## src/sv/assert_macros.svh

```systemverilog
// Assertion helpers shared by the timer RTL.
`ifndef ASSERT_MACROS_SVH
`define ASSERT_MACROS_SVH

// Plain property, checked at every rising clock edge outside reset.
`define MST_ASSERT(label, prop, msg) \
    label: assert property (@(posedge i_clk) disable iff (!i_rst_n) (prop)) \
        else $error(msg);

// Antecedent/consequent form, same clock and reset gating.
`define MST_ASSERT_IMP(label, ante, cons, msg) \
    label: assert property (@(posedge i_clk) disable iff (!i_rst_n) \
        (ante) |-> (cons)) else $error(msg);

`endif

```

## src/sv/mst_pkg.sv

```systemverilog
package mst_pkg;

    localparam int SLOT_COUNT = 32;
    localparam int SLOT_W     = (SLOT_COUNT > 1) ? $clog2(SLOT_COUNT) : 1;
    localparam int ID_W       = 8;
    localparam int TICK_W     = 32;
    localparam int HND_W      = 8;

    localparam logic [ID_W-1:0] ID_NONE = 8'hFF;

    typedef enum logic [2:0] {
        MODE_TICK    = 3'd0,
        MODE_SERVICE = 3'd1,
        MODE_CREATE  = 3'd2,
        MODE_CONFIG  = 3'd3,
        MODE_DELETE  = 3'd4,
        MODE_START   = 3'd5,
        MODE_STOP    = 3'd6,
        MODE_READ    = 3'd7
    } t_mode;

    typedef enum logic [1:0] {
        ST_EMPTY   = 2'd0,
        ST_RUNNING = 2'd1,
        ST_STOPPED = 2'd2,
        ST_ERROR   = 2'd3
    } t_status;

    typedef enum logic [1:0] {
        TY_UNDEF   = 2'd0,
        TY_ONESHOT = 2'd1,
        TY_RELOAD  = 2'd2,
        TY_KEEP    = 2'd3
    } t_ttype;

    typedef enum logic [1:0] {
        KIND_NONE   = 2'd0,
        KIND_EXPIRY = 2'd1,
        KIND_CREATE = 2'd2,
        KIND_STATE  = 2'd3
    } t_kind;

    typedef struct packed {
        t_status             status;
        t_ttype              ttype;
        logic [TICK_W-1:0]   period;
        logic [TICK_W-1:0]   deadline;
        logic [HND_W-1:0]    handler;
    } t_slot_entry;

    typedef struct packed {
        logic                rd_en;
        logic [SLOT_W-1:0]   rd_addr;
        logic                wr_en;
        logic [SLOT_W-1:0]   wr_addr;
        t_slot_entry         wr_entry;
    } t_store_req;

endpackage

```

## src/sv/mst_ram.sv

```systemverilog
module mst_ram #(
    parameter int WIDTH = 8,
    parameter int DEPTH = 32,
    localparam int AW   = (DEPTH > 1) ? $clog2(DEPTH) : 1
) (
    input  logic             i_clk,
    input  logic             i_we,
    input  logic [AW-1:0]    i_waddr,
    input  logic [WIDTH-1:0] i_wdata,
    input  logic             i_re,
    input  logic [AW-1:0]    i_raddr,
    output logic [WIDTH-1:0] o_rdata
);

    logic [WIDTH-1:0] r_mem [DEPTH];
    logic [WIDTH-1:0] r_rdata;

    always_ff @(posedge i_clk) begin
        if (i_we) begin
            r_mem[i_waddr] <= i_wdata;
        end
        if (i_re) begin
            r_rdata <= r_mem[i_raddr];
        end
    end

    assign o_rdata = r_rdata;

endmodule

```

## src/sv/mst_slot_store.sv

```systemverilog
`include "assert_macros.svh"

module mst_slot_store
    import mst_pkg::*;
(
    input  logic        i_clk,
    input  logic        i_rst_n,
    input  t_store_req  i_req,
    output t_slot_entry o_rd_entry
);

    localparam int CTRL_W = $bits(t_status) + $bits(t_ttype);
    localparam int DATA_W = 2 * TICK_W + HND_W;

    logic [CTRL_W-1:0]     w_ctrl_wdata;
    logic [CTRL_W-1:0]     w_ctrl_rdata;
    logic [DATA_W-1:0]     w_data_wdata;
    logic [DATA_W-1:0]     w_data_rdata;
    logic [SLOT_COUNT-1:0] r_vld;
    logic                  r_rd_vld;

    assign w_ctrl_wdata = {i_req.wr_entry.status, i_req.wr_entry.ttype};
    assign w_data_wdata = {i_req.wr_entry.period, i_req.wr_entry.deadline,
                           i_req.wr_entry.handler};

    // status and type
    mst_ram #(.WIDTH(CTRL_W), .DEPTH(SLOT_COUNT)) u_ctrl_ram (
        .i_clk   (i_clk),
        .i_we    (i_req.wr_en),
        .i_waddr (i_req.wr_addr),
        .i_wdata (w_ctrl_wdata),
        .i_re    (i_req.rd_en),
        .i_raddr (i_req.rd_addr),
        .o_rdata (w_ctrl_rdata)
    );

    // period, deadline, handler
    mst_ram #(.WIDTH(DATA_W), .DEPTH(SLOT_COUNT)) u_data_ram (
        .i_clk   (i_clk),
        .i_we    (i_req.wr_en),
        .i_waddr (i_req.wr_addr),
        .i_wdata (w_data_wdata),
        .i_re    (i_req.rd_en),
        .i_raddr (i_req.rd_addr),
        .o_rdata (w_data_rdata)
    );

    // unwritten slots read as empty / undefined type
    always_ff @(posedge i_clk) begin
        if (!i_rst_n) begin
            r_vld <= '0;
        end else if (i_req.wr_en) begin
            r_vld[i_req.wr_addr] <= 1'b1;
        end
    end

    always_ff @(posedge i_clk) begin
        if (i_req.rd_en) begin
            r_rd_vld <= r_vld[i_req.rd_addr];
        end
    end

    always_comb begin
        o_rd_entry.status   = r_rd_vld ? t_status'(w_ctrl_rdata[CTRL_W-1 -: 2]) : ST_EMPTY;
        o_rd_entry.ttype    = r_rd_vld ? t_ttype'(w_ctrl_rdata[1:0]) : TY_UNDEF;
        o_rd_entry.period   = w_data_rdata[DATA_W-1 -: TICK_W];
        o_rd_entry.deadline = w_data_rdata[HND_W +: TICK_W];
        o_rd_entry.handler  = w_data_rdata[HND_W-1:0];
    end

    // the controller never reads and writes one slot in the same cycle
    `MST_ASSERT(a_no_rw_same_slot, !(i_req.rd_en && i_req.wr_en && (i_req.rd_addr == i_req.wr_addr)), "read and write hit the same slot")

endmodule

```

## src/sv/multi_slot_software_timer.sv

```systemverilog
// Timer table with SLOT_COUNT slots held in a slot memory (status/type
// plus period/deadline/handler) beside a 32-bit tick counter. Each request
// carries one mode (tick, service, create, configure, delete, start, stop,
// read state) and yields exactly one result, kind "nothing" included.
// For every request the accept edge issues the slot read and the next
// cycle does the update, the write-back and loads the result register;
// create may instead read on. Create walks the slots one memory read per
// cycle looking for the first empty one, up to the last slot. One request is
// in flight at a time; a new request is taken while the previous result
// is being drained from the output register. Service steps only run while
// the enabled register is set; ids at or above SLOT_COUNT are ignored,
// except that a read of one answers with status error. Deadlines are
// compared unsigned with no wrap handling. The enabled register may only
// be written while the block is idle.
`include "assert_macros.svh"

module multi_slot_software_timer
    import mst_pkg::*;
(
    input  logic              i_clk,
    input  logic              i_rst_n,
    // config write
    input  logic              i_cfg_valid,
    output logic              o_cfg_ready,
    input  logic              i_cfg_enabled,
    // request channel
    input  logic              i_in_valid,
    output logic              o_in_stall,
    input  logic [2:0]        i_mode,
    input  logic [ID_W-1:0]   i_timer_id,
    input  logic [1:0]        i_timer_type,
    input  logic [TICK_W-1:0] i_period,
    input  logic [HND_W-1:0]  i_handler_tag,
    // result channel
    output logic              o_out_valid,
    input  logic              i_out_stall,
    output logic [1:0]        o_result_kind,
    output logic [ID_W-1:0]   o_slot_id,
    output logic [HND_W-1:0]  o_fired_handler,
    output logic [1:0]        o_slot_status,
    output logic              o_accepted,
    output logic [TICK_W-1:0] o_tick_now
);

    typedef enum logic [1:0] {
        S_IDLE = 2'b01,
        S_EXEC = 2'b10
    } t_state;

    localparam logic [SLOT_W-1:0] LAST_SLOT = SLOT_W'(SLOT_COUNT - 1);

    t_state            r_state, n_state;
    logic              r_enabled;
    logic [TICK_W-1:0] r_tick, n_tick;
    logic [SLOT_W-1:0] r_scan, n_scan;
    logic [SLOT_W-1:0] r_addr, n_addr;

    // captured request
    t_mode             r_mode;
    logic [ID_W-1:0]   r_id;
    t_ttype            r_type;
    logic [TICK_W-1:0] r_period;
    logic [HND_W-1:0]  r_handler;

    // result register
    logic              r_out_valid;
    t_kind             r_out_kind, n_out_kind;
    logic [ID_W-1:0]   r_out_slot, n_out_slot;
    logic [HND_W-1:0]  r_out_handler, n_out_handler;
    t_status           r_out_status, n_out_status;
    logic              r_out_acc, n_out_acc;

    logic              w_in_accept;
    logic              w_done;
    logic              w_id_ok;
    t_mode             w_in_mode;
    t_store_req        w_req;
    t_slot_entry       w_rd;
    t_slot_entry       w_upd;

    assign o_cfg_ready = 1'b1;

    // result register is free next cycle if empty now or drained now
    assign o_in_stall  = !((r_state == S_IDLE) && (!r_out_valid || !i_out_stall));
    assign w_in_accept = i_in_valid && !o_in_stall;
    assign w_in_mode   = t_mode'(i_mode);
    assign w_id_ok     = (9'(r_id) < 9'(SLOT_COUNT));

    mst_slot_store u_store (
        .i_clk      (i_clk),
        .i_rst_n    (i_rst_n),
        .i_req      (w_req),
        .o_rd_entry (w_rd)
    );

    always_comb begin
        n_state       = r_state;
        n_tick        = r_tick;
        n_scan        = r_scan;
        n_addr        = r_addr;
        w_done        = 1'b0;
        w_upd         = w_rd;
        w_req.rd_en   = 1'b0;
        w_req.rd_addr = r_addr;
        w_req.wr_en   = 1'b0;
        w_req.wr_addr = r_addr;
        n_out_kind    = KIND_NONE;
        n_out_slot    = '0;
        n_out_handler = '0;
        n_out_status  = ST_EMPTY;
        n_out_acc     = 1'b0;

        case (r_state)
            S_IDLE: begin
                if (w_in_accept) begin
                    n_state     = S_EXEC;
                    w_req.rd_en = 1'b1;
                    case (w_in_mode)
                        MODE_SERVICE: w_req.rd_addr = r_scan;
                        MODE_CREATE:  w_req.rd_addr = '0;
                        default:      w_req.rd_addr = i_timer_id[SLOT_W-1:0];
                    endcase
                    n_addr = w_req.rd_addr;
                end
            end
            S_EXEC: begin
                w_done = 1'b1;
                case (r_mode)
                    MODE_TICK: begin
                        n_tick = r_tick + 1'b1;
                    end
                    MODE_SERVICE: begin
                        if (r_enabled) begin
                            n_scan = (r_scan == LAST_SLOT) ? '0 : r_scan + 1'b1;
                            if (w_rd.status == ST_RUNNING && r_tick >= w_rd.deadline) begin
                                // handler zero flags error first, type rule then applies
                                if (w_rd.handler == '0) begin
                                    w_upd.status = ST_ERROR;
                                end
                                case (w_rd.ttype)
                                    TY_ONESHOT: w_upd.status = ST_STOPPED;
                                    TY_RELOAD:  w_upd.deadline = w_rd.deadline + w_rd.period;
                                    default:    w_upd.status = ST_ERROR;
                                endcase
                                w_req.wr_en   = 1'b1;
                                n_out_kind    = KIND_EXPIRY;
                                n_out_slot    = ID_W'(r_addr);
                                n_out_handler = w_rd.handler;
                                n_out_status  = w_upd.status;
                            end
                        end
                    end
                    MODE_CREATE: begin
                        n_out_kind = KIND_CREATE;
                        n_out_slot = ID_NONE;
                        if (w_rd.status == ST_EMPTY) begin
                            if (r_handler != '0 && r_period != '0 && r_type != TY_KEEP) begin
                                w_upd.status   = ST_RUNNING;
                                w_upd.ttype    = r_type;
                                w_upd.period   = r_period;
                                w_upd.deadline = r_tick + r_period;
                                w_upd.handler  = r_handler;
                                w_req.wr_en    = 1'b1;
                                n_out_slot     = ID_W'(r_addr);
                                n_out_status   = ST_RUNNING;
                                n_out_acc      = 1'b1;
                            end
                        end else if (r_addr != LAST_SLOT) begin
                            // keep walking
                            w_done        = 1'b0;
                            n_addr        = r_addr + 1'b1;
                            w_req.rd_en   = 1'b1;
                            w_req.rd_addr = n_addr;
                        end
                    end
                    MODE_CONFIG: begin
                        if (w_id_ok && w_rd.status != ST_EMPTY) begin
                            if (r_handler != '0) begin
                                w_upd.handler = r_handler;
                            end
                            if (r_type != TY_KEEP) begin
                                w_upd.ttype = r_type;
                            end
                            if (r_period != '0) begin
                                w_upd.period = r_period;
                            end
                            w_req.wr_en = 1'b1;
                        end
                    end
                    MODE_DELETE: begin
                        if (w_id_ok) begin
                            w_upd.status = ST_EMPTY;
                            w_req.wr_en  = 1'b1;
                        end
                    end
                    MODE_START: begin
                        if (w_id_ok && w_rd.status != ST_EMPTY) begin
                            w_upd.deadline = r_tick + w_rd.period;
                            w_upd.status   = ST_RUNNING;
                            w_req.wr_en    = 1'b1;
                        end
                    end
                    MODE_STOP: begin
                        if (w_id_ok && w_rd.status != ST_EMPTY) begin
                            w_upd.status = ST_STOPPED;
                            w_req.wr_en  = 1'b1;
                        end
                    end
                    MODE_READ: begin
                        n_out_kind   = KIND_STATE;
                        n_out_slot   = r_id;
                        n_out_status = w_id_ok ? w_rd.status : ST_ERROR;
                    end
                    default: begin
                        n_out_kind = KIND_NONE;
                    end
                endcase
                if (w_done) begin
                    n_state = S_IDLE;
                end
            end
            default: begin
                n_state = S_IDLE;
            end
        endcase
        w_req.wr_entry = w_upd;
    end

    // control state
    always_ff @(posedge i_clk) begin
        if (!i_rst_n) begin
            r_state     <= S_IDLE;
            r_enabled   <= 1'b0;
            r_tick      <= '0;
            r_scan      <= '0;
            r_out_valid <= 1'b0;
        end else begin
            r_state <= n_state;
            r_tick  <= n_tick;
            r_scan  <= n_scan;
            if (i_cfg_valid) begin
                r_enabled <= i_cfg_enabled;
            end
            if (w_done) begin
                r_out_valid <= 1'b1;
            end else if (!i_out_stall) begin
                r_out_valid <= 1'b0;
            end
        end
    end

    // request and result payload
    always_ff @(posedge i_clk) begin
        r_addr <= n_addr;
        if (w_in_accept) begin
            r_mode    <= w_in_mode;
            r_id      <= i_timer_id;
            r_type    <= t_ttype'(i_timer_type);
            r_period  <= i_period;
            r_handler <= i_handler_tag;
        end
        if (w_done) begin
            r_out_kind    <= n_out_kind;
            r_out_slot    <= n_out_slot;
            r_out_handler <= n_out_handler;
            r_out_status  <= n_out_status;
            r_out_acc     <= n_out_acc;
        end
    end

    assign o_out_valid     = r_out_valid;
    assign o_result_kind   = r_out_kind;
    assign o_slot_id       = r_out_slot;
    assign o_fired_handler = r_out_handler;
    assign o_slot_status   = r_out_status;
    assign o_accepted      = r_out_acc;
    assign o_tick_now      = r_tick;

    `MST_ASSERT(a_exec_out_free, !((r_state == S_EXEC) && r_out_valid), "result register busy while executing")
    `MST_ASSERT_IMP(a_out_from_exec, $rose(r_out_valid), $past(r_state == S_EXEC), "result loaded outside execute")
    `MST_ASSERT_IMP(a_tick_only_on_tick, $past(i_rst_n) && (r_tick != $past(r_tick)), $past((r_state == S_EXEC) && (r_mode == MODE_TICK)), "tick counter moved without a tick request")

endmodule
```

## config.mk

```make
export PLATFORM = sky130hd
export DESIGN_NAME = multi_slot_software_timer
export DESIGN_NICKNAME = d
export VERILOG_FILES = /design/src/sv/mst_pkg.sv /design/src/sv/mst_ram.sv /design/src/sv/mst_slot_store.sv /design/src/sv/multi_slot_software_timer.sv
export VERILOG_INCLUDE_DIRS = /design/src /design/src/sv
export SDC_FILE = /design/constraint.sdc
export NUM_CORES = 2
export LEC_CHECK = 0
export BUFFER_PORTS_ARGS = -buffer_cell sky130_fd_sc_hd__buf_2
export CORE_ASPECT_RATIO = 0.6
export CORE_MARGIN = 2
export CORE_UTILIZATION = 55
export DETAILED_ROUTE_END_ITERATION = 16
export PLACE_DENSITY = 0.82
export SETUP_SLACK_MARGIN = 0.2
export SLEW_MARGIN = 20
export SYNTH_ARGS = -nofsm -noshare
export SYNTH_HDL_FRONTEND = slang
export SYNTH_SLANG_ARGS = --single-unit
```

## constraint.sdc

```tcl
create_clock -name i_clk -period 10 [get_ports i_clk]
set_input_delay 0.5 -clock i_clk [delete_from_list [all_inputs] [get_ports i_clk]]
set_output_delay 0.5 -clock i_clk [all_outputs]
set_load 0.005 [all_outputs]
```

==> key figures <==
Worst hold path
  • Worst min-delay path class: in2reg
  • Hold Startpoint: i_mode[0]

Synthesis
  • YS warnings: 0
  • Simple-gate area share of the yosys netlist: between 15 and 20%
  • Post-Synth Adder-Cell Area: 1.620%
  • Mux share of post-synthesis cell area: about 2.3%
  • XOR/XNOR share of the synthesized area: less than 1%
  • Largest family of logic cells by synthesized area: simple AND/OR/NAND/NOR gates
  • Avg Synthesized Cell Area: ~13 um^2
  • EDFF count, synth: ~2600
  • Syn nets: just under 9000
  • Mapped Cells: 8460
  • Sequential area share after synthesis: between 70% and 80%
  • Mapped cell area: about 110000 um^2
  • Ys flop type: edfxtp_1
  • Distinct cells, synth: between 80 and 90
  • Post-synthesis register bit count: 2661
  • Synth Area in Compound Gates: 5.878%
  • Async S/R FF share, synth: 0%

Global route
  • Largest net degree at the start of global routing: 180
  • Total congestion overflow: 0
  • Vias in the first global route: 71570
  • Gr usage total: about a third
  • First-pass GRT wire length: just over 500000 um
  • Initial antenna violation count: 29

Die
  • I/O pins: 115
  • Initial Util: between 50 and 60%
  • Rows: about 130
  • Die area: between 200000 and 250000 um^2
  • Vert. Die Dim: between 300 and 400 um
  • Chip Width: around 580 um
  • CORE AREA: 199600 um^2

Route
  • Starting DRT DRC Count: 15150
  • DRT Wirelength: 361800 um
  • Drc violations: 0
  • Routed vias: approximately 77000
  • Routed wire per std cell: ~32 um
  • Vias/cell: 6.763
  • Pre-Repair DR Iteration Count: 7
  • Routed Antenna Nets: 0

Power and ir drop
  • Total power per unit cell area: around 260 nW/um^2
  • Clock Power Share: between 20 and 30%
  • Internal: around 0.021 W
  • Worst ir drop on vdd: about 0.19 mV
  • LEAKAGE: between 40 and 50 nW
  • Flop pwr share: between 40 and 50%
  • Switch Pwr: 0.01152 W
  • Sw Ratio: between 30% and 40%
  • Combinational Power Share: 28.9%

Layout
  • Area of the multi-input gates: 29220 um^2
  • Area Growth Syn to Fin: 10.45%
  • Finished Layout Cells: 11380
  • Register area: a little under 80000 um^2
  • Layout fillers: 14420
  • Final Util: 61.05%
  • Share of cells above drive strength 1: between 8 and 9%
  • Final net count: 8745

Timing
  • Worst Tran Pin Value: between 1 and 1.5 ns
  • Worst Skew: 0.1282 ns
  • Unrepaired setup endpoints after global routing: no
  • Slew Limit Headroom: around 18%
  • Count of final hold-check violations: 0
  • Max Freq: roughly 0.15 GHz
  • Max-slew violations: 0
  • Final setup viols: 0
  • Tcrit/Tclk final: 65.60%
  • Setup Total Neg Slack: 0 ns
  • Final min period: roughly 6.6 ns

Clocking
  • CTS tree: built
  • Clock slew at reported path FFs: approximately 0.070 ns
  • Clk buf depth: 4
  • TritonCTS Buffers: approximately 230
  • H-Tree Depth: 4
  • Clk Latency, worst-skew pair: 0.92 ns
  • Root buffer cell: clkbuf_16
  • Post-CTS sizing: 0
  • Clk sinks: about 2700

Place
  • Final HPWL DP: 218400 um
  • PortBufs: roughly 110
  • GPL Wtd Cong: between 1 and 1.5
  • Placed Cells: between 10000 and 15000

Critical path
  • Worst Setup SP: r_addr[1]
  • Kind of start point of the critical path: register
  • Worst r2r src: r_addr[1]
  • Setup CP Type: reg2reg
  • Critical Path RT: approximately 11 ns
  • CP Max Fanout: 179
  • Crit end category: register
  • WP data arrival: 7.08 ns

Job
  • MaxCap Viol Count: 0

Run status
  • Status: complete, no violations
[cell usage in the layout, fill, tap and decap left out, types with 31 or more instances in the layout]
cell           count
mux2_2            40
a221oi_1          45
nor2_1            90
dlygate4sd3_1     54
a22o_1            39
edfxtp_1        2588
clkinv_1          54
a21o_1            60
xor2_1            43
a32o_1            32
nand2_1         2196
a21oi_1          221
dfxtp_1           73
buf_4            148
inv_1             65
buf_2            113
a31oi_1           83
o22ai_1           77
a211oi_1          31
xnor2_1           67
nand3_1          991
o21ai_0           91
a32oi_1           45
and3_1            62
ha_1             138
and3_4            32
nand4_1          198
clkbuf_16        229
o211ai_1          34
clkinv_2          43
clkbuf_1          47
and2_1            50
mux2i_1          208
[worst max-delay path: stages, from the launching register on]
cell and delay, ns:
edfxtp_1 0.54, ha_1 0.60, nand3_1 0.27, inv_1 0.07, ha_1 0.26, or3_1 0.48, nor3b_1 0.46, a221o_4 0.65
buf_12 0.46, nand2_1 0.15, nand3_1 0.16, a21oi_1 0.11, or4_1 0.79, a21oi_1 0.72
[metal layers]
metal	wire (um)	GRT usage (%)	part of all wire, %
met1	133300	49.68	37
met2	145600	46.96	40
met3	69130	15.26	19
met4	13680	11.60	3.8
met5	155	1.043	0.043
[Yosys cell counts, drive strengths merged, types with 10 or more instances]
| cell | count | area (um^2) |
|---|---|---|
| a211oi | 31 | 232.7 |
| a21boi | 16 | 120.1 |
| a21o | 60 | 450.4 |
| a21oi | 223 | 1116 |
| a221o | 11 | 110.1 |
| a221oi | 52 | 486.7 |
| a22o | 39 | 341.6 |
| a22oi | 12 | 90.09 |
| a31oi | 87 | 544.3 |
| a32o | 32 | 320.3 |
| a32oi | 45 | 394.1 |
| and2 | 54 | 340.3 |
| and3 | 94 | 588.1 |
| buf | 223 | 1289 |
| clkbuf | 262 | 983.4 |
| dfxtp | 73 | 1461 |
| edfxtp | 2588 | 77710 |
| ha | 138 | 1727 |
| inv | 67 | 251.5 |
| mux2 | 40 | 450.4 |
| mux2i | 208 | 2082 |
| nand2 | 2205 | 8297 |
| nand2b | 18 | 112.6 |
| nand3 | 992 | 4965 |
| nand4 | 198 | 1239 |
| nor2 | 102 | 387.9 |
| nor2b | 29 | 181.4 |
| nor3 | 34 | 170.2 |
| nor4 | 16 | 100.1 |
| o211ai | 34 | 255.2 |
| o21a | 14 | 105.1 |
| o21ai | 110 | 550.5 |
| o21bai | 10 | 75.07 |
| o221ai | 22 | 192.7 |
| o22ai | 80 | 500.5 |
| o31ai | 11 | 101.3 |
| or3 | 12 | 75.07 |
| or4 | 27 | 202.7 |
| xnor2 | 67 | 586.8 |
| xor2 | 43 | 376.6 |
[final cells by class]
| cell class | count | area share [%] |
|---|---|---|
| repair buffers | 343 | 2.335 |
| diodes | 19 | 0.03902 |
| well taps | 2644 | 2.715 |
| clock inverters | 127 | 0.9016 |
| multi-input cells | 5247 | 23.98 |
| flip-flops and latches | 2661 | 64.98 |
| clock buffers | 276 | 4.848 |
| inverters | 67 | 0.2074 |
[stage by stage]
step                      setup slack [ns]  area (um^2)  total power [W]  hold WS, ns
after global routing                 3.392       121800          0.03285      0.05193
final                                3.440       121900          0.03215      0.05704
after detailed placement             3.792       113900          0.02298       0.4534
after CTS                            3.779       121500          0.03148      0.01558
after floorplan                      4.015       110300          0.01925       0.4418
after global placement               3.879       113900          0.02274       0.4456
[sequential cells by signal, indices dropped and copies added, names as in the netlist, 2 cells and up]
register / count
r_addr: 5
r_state: 2
r_period: 32
u_store.u_data_ram.o_rdata: 72
r_type: 2
u_store.u_ctrl_ram.r_mem: 128
o_tick_now: 32
u_store.u_ctrl_ram.o_rdata: 4
o_slot_status: 2
o_slot_id: 8
u_store.r_vld: 32
r_handler: 8
r_scan: 5
o_result_kind: 2
u_store.u_data_ram.r_mem: 2304
o_fired_handler: 8
r_mode: 3
r_id: 8
[power groups by stage]
| stage | registers (W) | clock network [W] | logic (W) |
|---|---|---|---|
| after floorplan | 0.0140 | 0 | 0.00523 |
| after global placement | 0.0143 | 0 | 0.00839 |
| after detailed placement | 0.0144 | 0 | 0.00863 |
| final | 0.0142 | 0.00869 | 0.00928 |
| after CTS | 0.0141 | 0.00866 | 0.00871 |
| after global routing | 0.0141 | 0.00911 | 0.00961 |
[final timing paths]
path / cells after the start / slack, ns / end
max: 13 / 3.44 / u_store.u_data_ram.o_rdata[15]
min: 1 / 0.06 / r_mode[0]
max reg2reg: 13 / 3.44 / u_store.u_data_ram.o_rdata[15]
min reg2reg: 1 / 0.47 / u_store.r_vld[0]
[timing repair]
action,4_1_cts,5_1_grt
setup buffers,0,0
hold buffers,54,0
endpoints found under the hold margin,53,0
[logic make-up after synthesis]
group | Yosys count
AND/OR/NAND/NOR | 3804
flip-flops | 2661
AO/OA/AOI/OAI | 943
buffers and inverters | 552
multiplexers | 248
adder cells (fa/ha/maj) | 141
XOR/XNOR | 110
other | 1
Note: power is estimated with default switching activity, not from simulation.
